===== src/sv/rcdf_pkg.sv =====
// ----------------------------------------------------------------------------
// rcdf_pkg
// Shared types, constants and the microcode ROM of the RSSI charge/discharge
// filter.
// ----------------------------------------------------------------------------
package rcdf_pkg;

    localparam int SAMPLE_BITS_DEF = 10;
    localparam int FRAC_BITS_DEF   = 16;

    // Configuration register reset values
    localparam int CEILING_RESET   = 135;
    localparam int FILTER_RESET    = 256;
    localparam int FILTER_W        = 16;

    // Configuration register indexes
    localparam logic REG_SAMPLE_CEILING  = 1'b0;
    localparam logic REG_FILTER_CONSTANT = 1'b1;

    // Percent division: 7 quotient bits, 6 low dividend bits shifted in
    localparam int PCT_W     = 7;
    localparam int PCT_STEPS = 7;
    localparam int PCT_LOW   = 6;
    localparam int PCT_MAX   = 100;
    localparam int PCT_SCALE = 200;

    localparam int PC_W = 4;

    typedef enum logic [3:0] {
        OP_NOP      = 4'd0,
        OP_LOAD     = 4'd1,
        OP_DIV_ON   = 4'd2,
        OP_DIV_OFF  = 4'd3,
        OP_DIV_STEP = 4'd4,
        OP_SAVE_ON  = 4'd5,
        OP_SAVE_OFF = 4'd6,
        OP_MUL_ON   = 4'd7,
        OP_L1       = 4'd8,
        OP_MUL_OFF  = 4'd9,
        OP_LEVEL    = 4'd10,
        OP_PEAK     = 4'd11,
        OP_DIV_PCT  = 4'd12,
        OP_EMIT     = 4'd13
    } op_t;

    typedef enum logic [2:0] {
        C_TRUE     = 3'd0,
        C_FALSE    = 3'd1,
        C_IN_VALID = 3'd2,
        C_OUT_FREE = 3'd3,
        C_DIV_MORE = 3'd4
    } cond_t;

    typedef struct packed {
        op_t             op;
        cond_t           wait_c;   // stall here until true
        cond_t           jump_c;   // jump to target when true
        logic [PC_W-1:0] target;
    } uword_t;

    // Control word handed to the datapath
    typedef struct packed {
        op_t  op;
        logic en;
    } ctrl_t;

    // Condition inputs to the sequencer
    typedef struct packed {
        logic in_valid;
        logic out_free;
        logic div_more;
    } stat_t;

    function automatic uword_t ucode_rom(input logic [PC_W-1:0] pc);
        uword_t w;
        w = '{op: OP_NOP, wait_c: C_TRUE, jump_c: C_FALSE, target: '0};
        case (pc)
            4'd0:  w = '{op: OP_LOAD,     wait_c: C_IN_VALID, jump_c: C_FALSE,    target: 4'd0};
            4'd1:  w = '{op: OP_DIV_ON,   wait_c: C_TRUE,     jump_c: C_FALSE,    target: 4'd0};
            4'd2:  w = '{op: OP_DIV_STEP, wait_c: C_TRUE,     jump_c: C_DIV_MORE, target: 4'd2};
            4'd3:  w = '{op: OP_SAVE_ON,  wait_c: C_TRUE,     jump_c: C_FALSE,    target: 4'd0};
            4'd4:  w = '{op: OP_DIV_OFF,  wait_c: C_TRUE,     jump_c: C_FALSE,    target: 4'd0};
            4'd5:  w = '{op: OP_DIV_STEP, wait_c: C_TRUE,     jump_c: C_DIV_MORE, target: 4'd5};
            4'd6:  w = '{op: OP_SAVE_OFF, wait_c: C_TRUE,     jump_c: C_FALSE,    target: 4'd0};
            4'd7:  w = '{op: OP_MUL_ON,   wait_c: C_TRUE,     jump_c: C_FALSE,    target: 4'd0};
            4'd8:  w = '{op: OP_L1,       wait_c: C_TRUE,     jump_c: C_FALSE,    target: 4'd0};
            4'd9:  w = '{op: OP_MUL_OFF,  wait_c: C_TRUE,     jump_c: C_FALSE,    target: 4'd0};
            4'd10: w = '{op: OP_LEVEL,    wait_c: C_TRUE,     jump_c: C_FALSE,    target: 4'd0};
            4'd11: w = '{op: OP_PEAK,     wait_c: C_TRUE,     jump_c: C_FALSE,    target: 4'd0};
            4'd12: w = '{op: OP_DIV_PCT,  wait_c: C_TRUE,     jump_c: C_FALSE,    target: 4'd0};
            4'd13: w = '{op: OP_DIV_STEP, wait_c: C_TRUE,     jump_c: C_DIV_MORE, target: 4'd13};
            4'd14: w = '{op: OP_EMIT,     wait_c: C_OUT_FREE, jump_c: C_TRUE,     target: 4'd0};
            default: w = '{op: OP_NOP,    wait_c: C_TRUE,     jump_c: C_TRUE,     target: 4'd0};
        endcase
        return w;
    endfunction

endpackage


===== src/sv/rcdf_div.sv =====
// ----------------------------------------------------------------------------
// rcdf_div
// Shared restoring divider, one quotient bit per step. The partial remainder
// is compared first, then shifted with the next low dividend bit.
// ----------------------------------------------------------------------------
module rcdf_div
    import rcdf_pkg::*;
#(
    parameter int SAMPLE_BITS = SAMPLE_BITS_DEF,
    parameter int FRAC_BITS   = FRAC_BITS_DEF,
    localparam int DEN_W = ((SAMPLE_BITS + 9) > (FRAC_BITS + 2)) ?
                           (SAMPLE_BITS + 9) : (FRAC_BITS + 2),
    localparam int DIV_W = DEN_W + 1,
    localparam int Q_W   = FRAC_BITS + 1,
    localparam int CNT_W = $clog2(FRAC_BITS + 2)
)
(
    input  logic               clk,
    input  logic               rst_n,
    input  logic               start,
    input  logic               step,
    input  logic [DIV_W-1:0]   rem_init,
    input  logic [PCT_LOW-1:0] low_init,
    input  logic [DEN_W-1:0]   den,
    input  logic [CNT_W-1:0]   nsteps,
    output logic [Q_W-1:0]     quotient,
    output logic               more
);

    logic [DIV_W-1:0]   rem_reg, rem_next;
    logic [PCT_LOW-1:0] low_reg, low_next;
    logic [DEN_W-1:0]   den_reg, den_next;
    logic [Q_W-1:0]     q_reg, q_next;
    logic [CNT_W-1:0]   cnt_reg, cnt_next;
    logic               ge;
    logic [DIV_W-1:0]   diff;

    always_comb
    begin
        ge       = rem_reg >= {1'b0, den_reg};
        diff     = ge ? (rem_reg - {1'b0, den_reg}) : rem_reg;
        rem_next = rem_reg;
        low_next = low_reg;
        den_next = den_reg;
        q_next   = q_reg;
        cnt_next = cnt_reg;
        if (start)
        begin
            rem_next = rem_init;
            low_next = low_init;
            den_next = den;
            q_next   = '0;
            cnt_next = nsteps;
        end
        else if (step)
        begin
            rem_next = {diff[DIV_W-2:0], low_reg[PCT_LOW-1]};
            low_next = {low_reg[PCT_LOW-2:0], 1'b0};
            q_next   = {q_reg[Q_W-2:0], ge};
            cnt_next = cnt_reg - 1'b1;
        end
    end

    always_ff @(posedge clk or negedge rst_n)
    begin
        if (!rst_n)
            cnt_reg <= '0;
        else
            cnt_reg <= cnt_next;
    end

    always_ff @(posedge clk)
    begin
        rem_reg <= rem_next;
        low_reg <= low_next;
        den_reg <= den_next;
        q_reg   <= q_next;
    end

    assign quotient = q_reg;
    assign more     = cnt_reg > CNT_W'(1);

endmodule


===== src/sv/rcdf_datapath.sv =====
// ----------------------------------------------------------------------------
// rcdf_datapath
// Filter datapath: clamp, alpha divisions, one shared multiplier, level and
// peak registers, percent division. One control word per cycle when enabled.
// ----------------------------------------------------------------------------
module rcdf_datapath
    import rcdf_pkg::*;
#(
    parameter int SAMPLE_BITS = SAMPLE_BITS_DEF,
    parameter int FRAC_BITS   = FRAC_BITS_DEF,
    localparam int LVL_W = FRAC_BITS + 1
)
(
    input  logic                   clk,
    input  logic                   rst_n,
    input  ctrl_t                  ctrl,
    input  logic [SAMPLE_BITS-1:0] sample_ceiling,
    input  logic [FILTER_W-1:0]    filter_constant,
    input  logic [SAMPLE_BITS-1:0] in_sample,
    output logic                   div_more,
    output logic [LVL_W-1:0]       out_level,
    output logic [PCT_W-1:0]       out_pct
);

    localparam int NUM_W  = SAMPLE_BITS + 8;
    localparam int DEN_W  = ((SAMPLE_BITS + 9) > (FRAC_BITS + 2)) ?
                            (SAMPLE_BITS + 9) : (FRAC_BITS + 2);
    localparam int DIV_W  = DEN_W + 1;
    localparam int CNT_W  = $clog2(FRAC_BITS + 2);
    localparam int PROD_W = 2 * LVL_W;
    localparam int PNUM_W = LVL_W + 8;
    localparam longint THRESH_I = ((longint'(1) << FRAC_BITS) + 50) / 100;
    localparam logic [LVL_W-1:0]  ONE    = {1'b1, {FRAC_BITS{1'b0}}};
    localparam logic [LVL_W-1:0]  THRESH = LVL_W'(THRESH_I);
    localparam logic [PROD_W-1:0] HALF   = PROD_W'(longint'(1) << (FRAC_BITS - 1));

    logic [SAMPLE_BITS-1:0] on_reg, off_reg;
    logic [LVL_W-1:0]       a_on_reg, a_off_reg, l1_reg, level_reg, peak_reg;
    logic [PROD_W-1:0]      prod_reg;
    logic                   dz_reg;

    logic [SAMPLE_BITS-1:0] x_clamp;
    logic [SAMPLE_BITS-1:0] x_sel;
    logic [NUM_W-1:0]       anum;
    logic [DEN_W-1:0]       aden;
    logic [LVL_W-1:0]       shown;
    logic [PNUM_W-1:0]      pnum;
    logic [LVL_W-1:0]       mul_a, mul_b;
    logic [PROD_W-1:0]      prod_next;
    logic [PROD_W-1:0]      rnd_wide;
    logic [LVL_W-1:0]       rnd;
    logic [LVL_W:0]         l1_sum;
    logic                   is_pct;
    logic                   div_start, div_step;
    logic [DIV_W-1:0]       rem_init;
    logic [PCT_LOW-1:0]     low_init;
    logic [DEN_W-1:0]       den;
    logic [CNT_W-1:0]       nsteps;
    logic [LVL_W-1:0]       quotient;

    always_comb
    begin
        x_clamp  = (in_sample < sample_ceiling) ? in_sample : sample_ceiling;
        x_sel    = (ctrl.op == OP_DIV_ON) ? on_reg : off_reg;
        anum     = {x_sel, 8'd0};
        aden     = DEN_W'(anum) + DEN_W'(filter_constant);
        shown    = (level_reg <= THRESH) ? '0 : level_reg;
        pnum     = PNUM_W'(shown) * PNUM_W'(PCT_SCALE) + PNUM_W'(peak_reg);
        is_pct   = ctrl.op == OP_DIV_PCT;
        div_start = ctrl.en && (ctrl.op == OP_DIV_ON || ctrl.op == OP_DIV_OFF || is_pct);
        div_step  = ctrl.en && (ctrl.op == OP_DIV_STEP);
        if (is_pct)
        begin
            rem_init = DIV_W'(pnum >> PCT_LOW);
            low_init = pnum[PCT_LOW-1:0];
            den      = DEN_W'({peak_reg, 1'b0});
            nsteps   = CNT_W'(PCT_STEPS);
        end
        else
        begin
            rem_init = DIV_W'(anum);
            low_init = '0;
            den      = aden;
            nsteps   = CNT_W'(FRAC_BITS + 1);
        end
        mul_a     = ONE - ((ctrl.op == OP_MUL_ON) ? a_on_reg : a_off_reg);
        mul_b     = (ctrl.op == OP_MUL_ON) ? level_reg : l1_reg;
        prod_next = mul_a * mul_b;
        rnd_wide  = (prod_reg + HALF) >> FRAC_BITS;
        rnd       = rnd_wide[LVL_W-1:0];
        l1_sum    = {1'b0, a_on_reg} + {1'b0, rnd};
    end

    rcdf_div #(
        .SAMPLE_BITS (SAMPLE_BITS),
        .FRAC_BITS   (FRAC_BITS)
    ) u_div (
        .clk      (clk),
        .rst_n    (rst_n),
        .start    (div_start),
        .step     (div_step),
        .rem_init (rem_init),
        .low_init (low_init),
        .den      (den),
        .nsteps   (nsteps),
        .quotient (quotient),
        .more     (div_more)
    );

    always_ff @(posedge clk or negedge rst_n)
    begin
        if (!rst_n)
        begin
            level_reg <= '0;
            peak_reg  <= THRESH;
        end
        else if (ctrl.en)
        begin
            case (ctrl.op)
                OP_LEVEL:
                begin
                    level_reg <= (rnd > ONE) ? ONE : rnd;
                end
                OP_PEAK:
                begin
                    if (level_reg > peak_reg)
                        peak_reg <= level_reg;
                end
                default:
                begin
                end
            endcase
        end
    end

    always_ff @(posedge clk)
    begin
        if (ctrl.en)
        begin
            case (ctrl.op)
                OP_LOAD:
                begin
                    on_reg  <= x_clamp;
                    off_reg <= sample_ceiling - x_clamp;
                end
                OP_DIV_ON, OP_DIV_OFF:
                begin
                    // zero divisor: alpha is taken as zero
                    dz_reg <= aden == '0;
                end
                OP_SAVE_ON:  a_on_reg  <= dz_reg ? '0 : quotient;
                OP_SAVE_OFF: a_off_reg <= dz_reg ? '0 : quotient;
                OP_MUL_ON, OP_MUL_OFF:
                begin
                    prod_reg <= prod_next;
                end
                OP_L1:
                begin
                    l1_reg <= (l1_sum > {1'b0, ONE}) ? ONE : l1_sum[LVL_W-1:0];
                end
                default:
                begin
                end
            endcase
        end
    end

    assign out_level = shown;
    assign out_pct   = (quotient > LVL_W'(PCT_MAX)) ? PCT_W'(PCT_MAX) : quotient[PCT_W-1:0];

endmodule


===== src/sv/rcdf_sequencer.sv =====
// ----------------------------------------------------------------------------
// rcdf_sequencer
// Step counter over the microcode ROM with stall and jump conditions.
// ----------------------------------------------------------------------------
module rcdf_sequencer
    import rcdf_pkg::*;
(
    input  logic  clk,
    input  logic  rst_n,
    input  stat_t stat,
    output ctrl_t ctrl
);

    logic [PC_W-1:0] pc_reg, pc_next;
    uword_t          word;
    logic            go;
    logic            jump;

    function automatic logic cond_eval(input cond_t c, input stat_t s);
        logic r;
        case (c)
            C_TRUE:     r = 1'b1;
            C_FALSE:    r = 1'b0;
            C_IN_VALID: r = s.in_valid;
            C_OUT_FREE: r = s.out_free;
            C_DIV_MORE: r = s.div_more;
            default:    r = 1'b0;
        endcase
        return r;
    endfunction

    always_comb
    begin
        word = ucode_rom(pc_reg);
        go   = cond_eval(word.wait_c, stat);
        jump = cond_eval(word.jump_c, stat);
        if (!go)
            pc_next = pc_reg;
        else if (jump)
            pc_next = word.target;
        else
            pc_next = pc_reg + 1'b1;
        ctrl.op = word.op;
        ctrl.en = go;
    end

    always_ff @(posedge clk or negedge rst_n)
    begin
        if (!rst_n)
            pc_reg <= '0;
        else
            pc_reg <= pc_next;
    end

endmodule


===== src/sv/rssi_charge_discharge_filter.sv =====
// ----------------------------------------------------------------------------
// rssi_charge_discharge_filter
// Clamped RSSI samples charge and discharge a Q1.FRAC_BITS quality level;
// outputs the level and its percent of the tracked peak.
// ----------------------------------------------------------------------------
// Program: each sample passes two alpha divisions of FRAC_BITS+1 steps and a
//   7-step percent division on one shared divider, plus twelve other steps;
//   the next sample is taken only once the last result has been emitted.
// A new sample is taken while a result waits; the program waits only at load
// for a sample and at emit for a free output register.
// Reset: level 0, peak about 0.01, ceiling 135, filter constant 1.0 (Q8.8).
// ----------------------------------------------------------------------------
module rssi_charge_discharge_filter
    import rcdf_pkg::*;
#(
    parameter int SAMPLE_BITS = SAMPLE_BITS_DEF,
    parameter int FRAC_BITS   = FRAC_BITS_DEF,
    localparam int LVL_W = FRAC_BITS + 1,
    localparam int IN_W  = ((SAMPLE_BITS + 7) / 8) * 8,
    localparam int OUT_W = ((LVL_W + PCT_W + 7) / 8) * 8,
    localparam int CFG_W = (SAMPLE_BITS > FILTER_W) ? SAMPLE_BITS : FILTER_W
)
(
    input  logic             clk,
    input  logic             rst_n,
    input  logic             s_tvalid,
    output logic             s_tready,
    input  logic [IN_W-1:0]  s_tdata,   // rssi_sample
    output logic             m_tvalid,
    input  logic             m_tready,
    output logic [OUT_W-1:0] m_tdata,   // quality_level, quality_percent
    input  logic             cfg_we,
    input  logic             cfg_index,
    input  logic [CFG_W-1:0] cfg_wdata
);

    logic [SAMPLE_BITS-1:0] ceiling_reg;
    logic [FILTER_W-1:0]    filter_reg;
    logic                   out_valid_reg;
    logic [OUT_W-1:0]       out_data_reg;
    logic                   out_free;
    ctrl_t                  ctrl;
    stat_t                  stat;
    logic                   div_more;
    logic [LVL_W-1:0]       out_level;
    logic [PCT_W-1:0]       out_pct;
    logic                   emit;

    always_ff @(posedge clk or negedge rst_n)
    begin
        if (!rst_n)
        begin
            ceiling_reg <= SAMPLE_BITS'(CEILING_RESET);
            filter_reg  <= FILTER_W'(FILTER_RESET);
        end
        else if (cfg_we)
        begin
            case (cfg_index)
                REG_SAMPLE_CEILING:  ceiling_reg <= cfg_wdata[SAMPLE_BITS-1:0];
                REG_FILTER_CONSTANT: filter_reg  <= cfg_wdata[FILTER_W-1:0];
                default:
                begin
                end
            endcase
        end
    end

    assign out_free = !out_valid_reg || m_tready;
    assign stat     = '{in_valid: s_tvalid, out_free: out_free, div_more: div_more};
    assign emit     = ctrl.en && (ctrl.op == OP_EMIT);
    assign s_tready = ctrl.op == OP_LOAD;

    rcdf_sequencer u_seq (
        .clk   (clk),
        .rst_n (rst_n),
        .stat  (stat),
        .ctrl  (ctrl)
    );

    rcdf_datapath #(
        .SAMPLE_BITS (SAMPLE_BITS),
        .FRAC_BITS   (FRAC_BITS)
    ) u_dp (
        .clk             (clk),
        .rst_n           (rst_n),
        .ctrl            (ctrl),
        .sample_ceiling  (ceiling_reg),
        .filter_constant (filter_reg),
        .in_sample       (s_tdata[SAMPLE_BITS-1:0]),
        .div_more        (div_more),
        .out_level       (out_level),
        .out_pct         (out_pct)
    );

    always_ff @(posedge clk or negedge rst_n)
    begin
        if (!rst_n)
            out_valid_reg <= 1'b0;
        else if (emit)
            out_valid_reg <= 1'b1;
        else if (m_tready)
            out_valid_reg <= 1'b0;
    end

    always_ff @(posedge clk)
    begin
        if (emit)
            out_data_reg <= OUT_W'({out_pct, out_level});
    end

    assign m_tvalid = out_valid_reg;
    assign m_tdata  = out_data_reg;

    // one sample at a time: no input transfer right after another
    assert property (@(posedge clk) disable iff (!rst_n)
        (s_tvalid && s_tready) |=> !s_tready)
        else $error("input accepted on consecutive cycles");

    // emit never overwrites a result that is still waiting
    assert property (@(posedge clk) disable iff (!rst_n)
        emit |-> out_free)
        else $error("result overwritten before transfer");

    // percent stays within range
    assert property (@(posedge clk) disable iff (!rst_n)
        m_tvalid |-> (m_tdata[LVL_W +: PCT_W] <= PCT_W'(PCT_MAX)))
        else $error("quality percent above 100");

endmodule


===== config.mk =====
export PLATFORM = sky130hd
export DESIGN_NAME = rssi_charge_discharge_filter
export DESIGN_NICKNAME = d
export VERILOG_FILES = /design/src/sv/rcdf_pkg.sv /design/src/sv/rcdf_div.sv /design/src/sv/rcdf_datapath.sv /design/src/sv/rcdf_sequencer.sv /design/src/sv/rssi_charge_discharge_filter.sv
export SDC_FILE = /design/constraint.sdc
export NUM_CORES = 1
export LEC_CHECK = 0
export BUFFER_PORTS_ARGS = -buffer_cell sky130_fd_sc_hd__buf_2
export CAP_MARGIN = 20
export CORE_MARGIN = 10
export CORE_UTILIZATION = 60
export CTS_CLUSTER_DIAMETER = 100
export DETAILED_ROUTE_END_ITERATION = 16
export GPL_TIMING_DRIVEN = 0
export PLACE_DENSITY_LB_ADDON = 0.15
export SLEW_MARGIN = 15
export SYNTH_ARGS = -nofsm -noshare
export SYNTH_HDL_FRONTEND = slang
export SYNTH_HIERARCHICAL = 1
export SYNTH_SLANG_ARGS = --single-unit

===== constraint.sdc =====
create_clock -name clk -period 19.68 [get_ports clk]
set_input_delay 3.936 -clock clk [delete_from_list [all_inputs] [get_ports clk]]
set_output_delay 3.936 -clock clk [all_outputs]
set_load 0.01 [all_outputs]

# ---- After elaboration in Yosys (flattened, before gate mapping)
# Memories as Yosys holds them, arrays and structs flattened.
# Cells that the tools add are included.
dict set report word_totals {
  latch_bits 0
  mem_bits_ro 192
  memories 1
  mem_bits_rw 0
  in_bits 38
  reg_bits 261
}
dict set report classes {
  n_reduce_logical 24
  mux 23
  add_sub_neg 9
  n_lt_le_gt_ge 8
  bitwise 1
  shift 0
  eq_ne 19
  multipliers 2
  div 0
}
# name depth word_bits read_ports rd_ports_with_merged_regs wr line_no
set mem_list {}
lappend mem_list {{(name not given)} 16 12 1 0 0 rcdf_pkg.sv:77} ;# case (pc)
# op n
set ops {}
lappend ops {{2-to-1 mux 17 bit} 5}
lappend ops {{2-to-1 mux 20 bit} 2}
lappend ops {{2-to-1 mux 19 bit} 2}
lappend ops {{adder 33 x 16 -> 33 bit, second input constant} 1}
lappend ops {{multiplier 17 x 17 -> 33 bit} 1}
lappend ops {{adder 25 x 17 -> 25 bit} 1}
lappend ops {{equality test 4 bit, second input constant} 6}
lappend ops {{multiplier 17 x 5 -> 22 bit, second input constant} 1}
lappend ops {{>= comparator 20 x 19 -> 1 bit} 1}
lappend ops {{2-to-1 mux 10 bit} 2}
lappend ops {{adder 18 x 16 -> 19 bit} 1}
lappend ops {{logical NOT 19 bit} 1}
lappend ops {{subtractor 19 bit} 1}
lappend ops {{adder 17 x 17 -> 18 bit} 1}
lappend ops {{greater-than comparator 18 x 17 -> 1 bit, second input constant} 1}
lappend ops {{2-to-1 mux 18 bit} 1}
lappend ops {{2-to-1 mux 6 bit} 3}
lappend ops {{AND reduction 2 bit} 9}
lappend ops {{greater-than comparator 17 bit} 1}
lappend ops {{greater-than comparator 17 bit, second input constant} 1}
lappend ops {{greater-than comparator 17 x 7 -> 1 bit, second input constant} 1}
lappend ops {{less-or-equal comparator 17 x 10 -> 1 bit, second input constant} 1}
lappend ops {{subtractor 17 bit, first input constant} 1}
lappend ops {{equality test 4 x 3 -> 1 bit, second input constant} 4}
lappend ops {{other kinds (21)} 37}

# ---- Longest topological paths before layout
# Gate-level depths: netlist of run 1.
dict set report logic_depth {
  word_depth 6
  ltp_mapped 39
}

# ---- Hierarchy
# The synthesis of run 1 kept the hierarchy.
# module cells_per_inst n_inst area_each_um2
set modules_own_cells {}
lappend modules_own_cells {rcdf_datapath 2165 1 19587.5}
lappend modules_own_cells {rcdf_div 353 1 3771.1}
lappend modules_own_cells {rssi_charge_discharge_filter 87 1 1799.2}
lappend modules_own_cells {rcdf_sequencer 61 1 516.7}

# ---- Least setup slack after synthesis of run 1
# Ideal clock, no wire load.
dict set report synth_timing {
  kind {flip-flop to flip-flop}
  startpoint {reg u_seq.pc_reg[0]}
  endpoint {reg u_dp.prod_reg[31] (data pin)}
  setup_ns 0.258
  path_stages_with_launch 38
  t_arrival_ns 8.985
  path_buffers 2
  synth_period_minus_slack_ns 9.243
  slack_ns 10.437
  cell_sequence {dfrtp_1 > inv_1 > ha_1 > inv_1 > a21oi_1 > o21ai_0 > nand4b_2 > buf_6 > mux2_4 > inv_4 > ha_1 > and4bb_4 > and2b_4 > nand2_2 > nor2_1 > xnor2_1 > mux2_4 > buf_6 > [2 not listed] > fa_1 > inv_1 > fa_1 > fa_1 > fa_1 > inv_1 > fa_1 > inv_1 > ha_1 > a2111oi_0 > o31ai_1 > a32oi_1 > a21boi_1 > a311o_1 > a211oi_1 > a21oi_1 > a21oi_1 > xnor2_1}
}
# item line_no
set synth_lines {}
lappend synth_lines {{start: declaration} rcdf_sequencer.sv:14} ;# logic [PC_W-1:0] pc_reg, pc_next;
lappend synth_lines {{start signal: assignment} rcdf_sequencer.sv:52} ;# pc_reg <= pc_next;
lappend synth_lines {{end signal: assignment} rcdf_datapath.sv:155} ;# prod_reg <= prod_next;
lappend synth_lines {{end: declaration} rcdf_datapath.sv:39} ;# logic [PROD_W-1:0] prod_reg;

==> results.cfg, run 1 <==
[clock_network]
postCtsSetupBuffers = 0
cts_buffers = 26
clk_pin_slew_worst_paths_ns = 0.06
cts-resized-gates = 0
ctsHtreeMaxLevel = 1
clockBufferDepth = 3
tritoncts = built
hold_buffers = 0
clock-sinks = 246
clock_latency_ns = 0.55
ctsRootBufferMaster = clkbuf_16

[logic_synthesis]
synthesis.area_um2 = 25700
synth_top_family_by_area = adder cells
synth_compound_area_share_pct = 8.68
ys_ff_latch = 246
netlist_top_cells_count = inv_1 (437), ha_1 (262), nor2_1 (247), nand2_1 (243), fa_1 (238)
async_reset_ff_share_pct = 28.5
syn_area_per_cell_um2 = 9.63
ys_seq_area_share_pct = 26.8
yosysWarnings = 6
yosys.area_share.adder_pct = 31.3
netlist_instances = 2666
synthMuxAreaShare_pct = 6.16
synth_cell_types = 96
synth_flop_cell = edfxtp_1
post-synth-top-count-cell = inv_1
synth_xor_xnor_area_share_pct = 4.74
synth_edf_count = 159
synthSimpleGateAreaFrac_pct = 14.5
synth_area_leaders = edfxtp_1 (19%), fa_1 (19%), ha_1 (13%), inv_1 (6.4%), dfrtp_1 (5.8%)
yosysTopAreaCell = edfxtp_1
synth_top_area_share_pct = 18.6

[setup_path]
critPathLaunchType = flip-flop
required_ns = 19.97
worstSetupEndpointType = flip-flop
critical_path.max_stage_delay_ns = 0.94
crit_path_max_fanout = 10
crit_type = flip-flop to flip-flop
cpMaxStageDelayCell = mux2i_1
worstPathArrival_ns = 11.77

[run]
drv_cap = 0

[floorplan]
ios = 64
die_h_um = 227
placementRows = 75
start_util_pct = 60.9
core_area_um2 = 42100
dieArea_um2 = 51500
die_w_um = 227

[timing]
hold_viol_final = 0
rsz0062_at_grt = false
finalMaxSlewViolations = 0
finalSetupViolations = 0
timing.fmax_mhz = 87.1
fin_setup_tns_ns = 0
min_period_ns = 11.48
slew_headroom_pct = 18.0
period_share_pct = 58.3
tightest_slew_ns = 1.23
skew_ns = 0.0169

[final_layout]
largest_reg_flops = 24
areaGrowthSynthToFinish_pct = 7.56
drive_gt1_share_pct = 9.72
antenna_cells = 0
nNetsFinal = 3305

[route]
drc = 0
firstDrtPassIters = 5
via_per_inst = 5.82
drt-met1-wl_mm = 29.8
finalWirelength_mm = 68.2
num_vias = 19373
ant_nets = 0
routed-wl-met2_mm = 30.4
drtIter0Drc = 1578
avgRoutedWirePerCell_um = 20.5
top_layer = met4
route.met3.wl_mm = 6.28

[grt]
grt_usage_pct = 27.0
grt_max_degree = 45
grt_pass1_vias = 19407
antenna_found_initial = 0
overflow = 0
grt_pass1_wl_mm = 107

[place]
place_congestion = 0.982
port_buffers = 57
dp_hpwl_mm = 56.2

[run_status]
status = finished, final reports clean

[hold_path]
hp-class = flip-flop to flip-flop
==> stage by stage <==
stage               std cells  utilization, %  instance area (um^2)  setup slack, ns  hold WS [ns]
floorplan                2667               -                 25700            10.44         0.466
global placement         3263            63.2                 26600             8.40         0.506
detailed placement       3274            63.6                 26800             8.24         0.508
CTS                      3322            65.5                 27600             8.21         0.534
global route             3326            65.5                 27600             7.61         0.556
finish                   3326            65.5                 27600             8.20         0.533
==> worst max-delay path: cells and delay by family (launching register included) <==
kind,cells,cell delay [ns]
DFF,1,0.47
AOI/OAI and AO/OA,10,3.45
muxes,1,0.94
xor gates and xnor gates,1,0.09
buffers and inverters,11,2.12
and+or+nand+nor,2,0.42
adders and majority gates,8,3.69
==> layout by cell type, fill, tap and decap left out, drive strengths merged, types with 5 or more instances in the layout <==
cell,n
o21bai,9
nor2,248
xnor2,82
a21boi,5
o21ai,98
and2,36
inv,438
a211oi,18
o311ai,7
or3,6
o22ai,5
dfstp,11
clkbuf,88
ha,262
a21o,45
o31ai,9
o21a,21
edfxtp,159
nor2b,46
or2,12
clkinv,6
dfxtp,17
nor3,46
and3,15
a31oi,11
nor3b,10
nand2b,24
fa,238
nand4,24
nand3,28
buf,95
xor2,56
o211ai,10
nor4,11
mux2,74
dfrtp,59
nand2,257
mux2i,68
a21oi,79
==> logic make-up after synthesis <==
logic type	count (synthesis)
simple gates	787
buf+inv	508
fa+ha+maj	500
compound gates	343
flops	246
mux	142
xor+xnor	138
other cells	2
==> layer usage <==
metal / vias to the layer above / GRT usage, %
li1: 8998 / -
met1: 9537 / 38.0
met2: 733 / 42.2
met3: 105 / 5.30
met4: 0 / 6.43
met5: - / 0
==> area by class of cell <==
class,count,area (um^2)
sequential,246,6880
clock inverter,7,48.8
clock buffer,41,748
buffer,70,344
timing repair buffer,72,429
inverter,438,1650
tap,539,674
fill,3407,14500
multi-input combinational,1913,16800
==> worst paths after layout <==
path / cells after the start / end / from / slack (ns)
max reg2reg: 33 / u_dp/prod_reg[31]$_DFFE_PP_ / u_seq/pc_reg[0]$_DFFE_PN0P_ / 8.20
max in group asynchronous: 2 / u_dp/peak_reg[1]$_DFFE_PN1P_ / rst_n / 15.76
max: 33 / u_dp/prod_reg[31]$_DFFE_PP_ / u_seq/pc_reg[0]$_DFFE_PN0P_ / 8.20
min in group asynchronous: 1 / m_tvalid$_DFFE_PN0P_ / rst_n / 3.30
min reg2reg: 1 / filter_reg[15]$_DFFE_PN0P_ / filter_reg[15]$_DFFE_PN0P_ / 0.53
min: 1 / filter_reg[15]$_DFFE_PN0P_ / filter_reg[15]$_DFFE_PN0P_ / 0.53
Power of run 1 is not shown: default switching activity piles up to over one toggle a cycle in this logic, so the estimate is an artifact.
==> run 2, diff against run 1 <==
==> constraint.sdc (replaced) <==
create_clock -name clk -period 12.05 [get_ports clk]
set_input_delay 2.41 -clock clk [delete_from_list [all_inputs] [get_ports clk]]
set_output_delay 2.41 -clock clk [all_outputs]
set_load 0.01 [all_outputs]
==> run 2 against run 1 <==
Net effect: cell area barely moved; sequential cell count did not move; register-to-register slack got worse by 7.6 ns; highest routed layer unchanged; die area is the same; first-iteration DRC count grew 6.8%; clock skew shrank 0.00069 ns; maximum frequency is essentially flat; final cell count unchanged; sequential share of layout area about the same; global-route usage unchanged; critical path depth unchanged.
==> results.cfg, run 2 (synthesis gave the netlist of run 1 again) <==
[run_status]
status = finished, final reports clean

[grt]
antenna_found_initial = 0
grt_pass1_wl_mm = 107
grt_usage_pct = 27.0
overflow = 0
grt_max_degree = 45
grt_pass1_vias = 19407

[final_layout]
antenna_cells = 0
final_cell_mix = inv_1 (437), ha_1 (262), nor2_1 (245)
nNetsFinal = 3305
drive_gt1_share_pct = 9.80
final_common_cell = inv_1
areaGrowthSynthToFinish_pct = 7.59
largest_reg_flops = 24

[setup_path]
required_ns = 12.34
crit_path_max_fanout = 10
critical_path.max_stage_delay_ns = 0.87
reg2reg_depth = 33
worstPathArrival_ns = 11.76
cpMaxStageDelayCell = o21ai_0
worstSetupEndpointType = flip-flop
crit_type = flip-flop to flip-flop
critPathLaunchType = flip-flop

[timing]
fin_setup_tns_ns = 0
finalSetupViolations = 0
finalMaxSlewViolations = 0
skew_ns = 0.0162
timing.fmax_mhz = 87.1
tightest_slew_ns = 1.20
hold_viol_final = 0
rsz0062_at_grt = false
slew_headroom_pct = 20.0
min_period_ns = 11.48
period_share_pct = 95.2

[clock_network]
clockBufferDepth = 3
ctsRootBufferMaster = clkbuf_16
clk_pin_slew_worst_paths_ns = 0.06
clock-sinks = 246
cts_buffers = 26
tritoncts = built
clock_latency_ns = 0.55
postCtsSetupBuffers = 0
ctsHtreeMaxLevel = 1

[hold_path]
whs_path_depth = 1
hp-class = flip-flop to flip-flop

[route]
via_per_inst = 5.83
drtIter0Drc = 1686
num_vias = 19381
ant_nets = 0
avgRoutedWirePerCell_um = 20.5
finalWirelength_mm = 68.3
drc = 0
firstDrtPassIters = 5

[floorplan]
die_h_um = 227
start_util_pct = 60.9
placementRows = 75
ios = 64
die_w_um = 227
core_area_um2 = 42100
dieArea_um2 = 51500

[place]
port_buffers = 57
place_congestion = 0.982
dp_hpwl_mm = 56.2

[run]
drv_cap = 0
==> run 2: path summary, 6_finish.rpt <==
path	end	slack (ns)	startpoint
min in group asynchronous	m_tvalid$_DFFE_PN0P_	1.78	rst_n
worst min-delay path	filter_reg[0]$_DFFE_PN0P_	0.54	filter_reg[0]$_DFFE_PN0P_
max in group asynchronous	u_dp/peak_reg[7]$_DFFE_PN1P_	9.66	rst_n
worst max register to register	u_dp/prod_reg[31]$_DFFE_PP_	0.57	u_seq/pc_reg[0]$_DFFE_PN0P_
worst max-delay path	u_dp/prod_reg[31]$_DFFE_PP_	0.57	u_seq/pc_reg[0]$_DFFE_PN0P_
worst min register to register	filter_reg[0]$_DFFE_PN0P_	0.54	filter_reg[0]$_DFFE_PN0P_
==> run 2: worst max-delay path, delay by kind of cell, from the launching register on <==
kind | cells | cell delay, ns
adders and majority gates | 8 | 3.67
AOI/OAI and AO/OA | 10 | 3.45
buffers and inverters | 11 | 2.18
muxes | 1 | 0.87
DFF | 1 | 0.47
and+or+nand+nor | 2 | 0.43
xor gates and xnor gates | 1 | 0.09
==> run 2: routing by layer <==
metal | routed length [um] | up-vias | global-route usage (%) | share of wire [%]
li1 | - | 8987 | - | -
met1 | 29800 | 9566 | 38.0 | 44
met2 | 30500 | 728 | 42.2 | 45
met3 | 6250 | 100 | 5.30 | 9.1
met4 | 1680 | 0 | 6.43 | 2.5
met5 | 0 | - | 0 | 0
==> run 2: timing repair <==
action,4_1_cts,5_1_grt
setup endpoints to repair,0,1
hold buffers,0,0
resized for setup,0,2
==> run 2: cell type report <==
type                       instances  area (um^2)
buffer                            70          344
clock buffer                      41          748
clock inverter                     7         48.8
fill                            3408        14500
inverter                         438         1650
multi-input combinational       1913        16900
sequential                       246         6880
tap                              539          674
timing repair buffer              72          429
==> run 2: stage by stage <==
step	cells	hold slack, ns	utilization [%]	worst slack, ns	instance area, um^2
after floorplan	2667	0.466	-	2.81	25700
after global placement	3263	0.506	63.2	0.774	26600
after detailed placement	3274	0.508	63.6	0.613	26800
after CTS	3322	0.534	65.5	0.582	27600
after global routing	3326	0.556	65.6	0.106	27600
final	3326	0.537	65.6	0.573	27600
Power of run 2 is left out for the same reason.
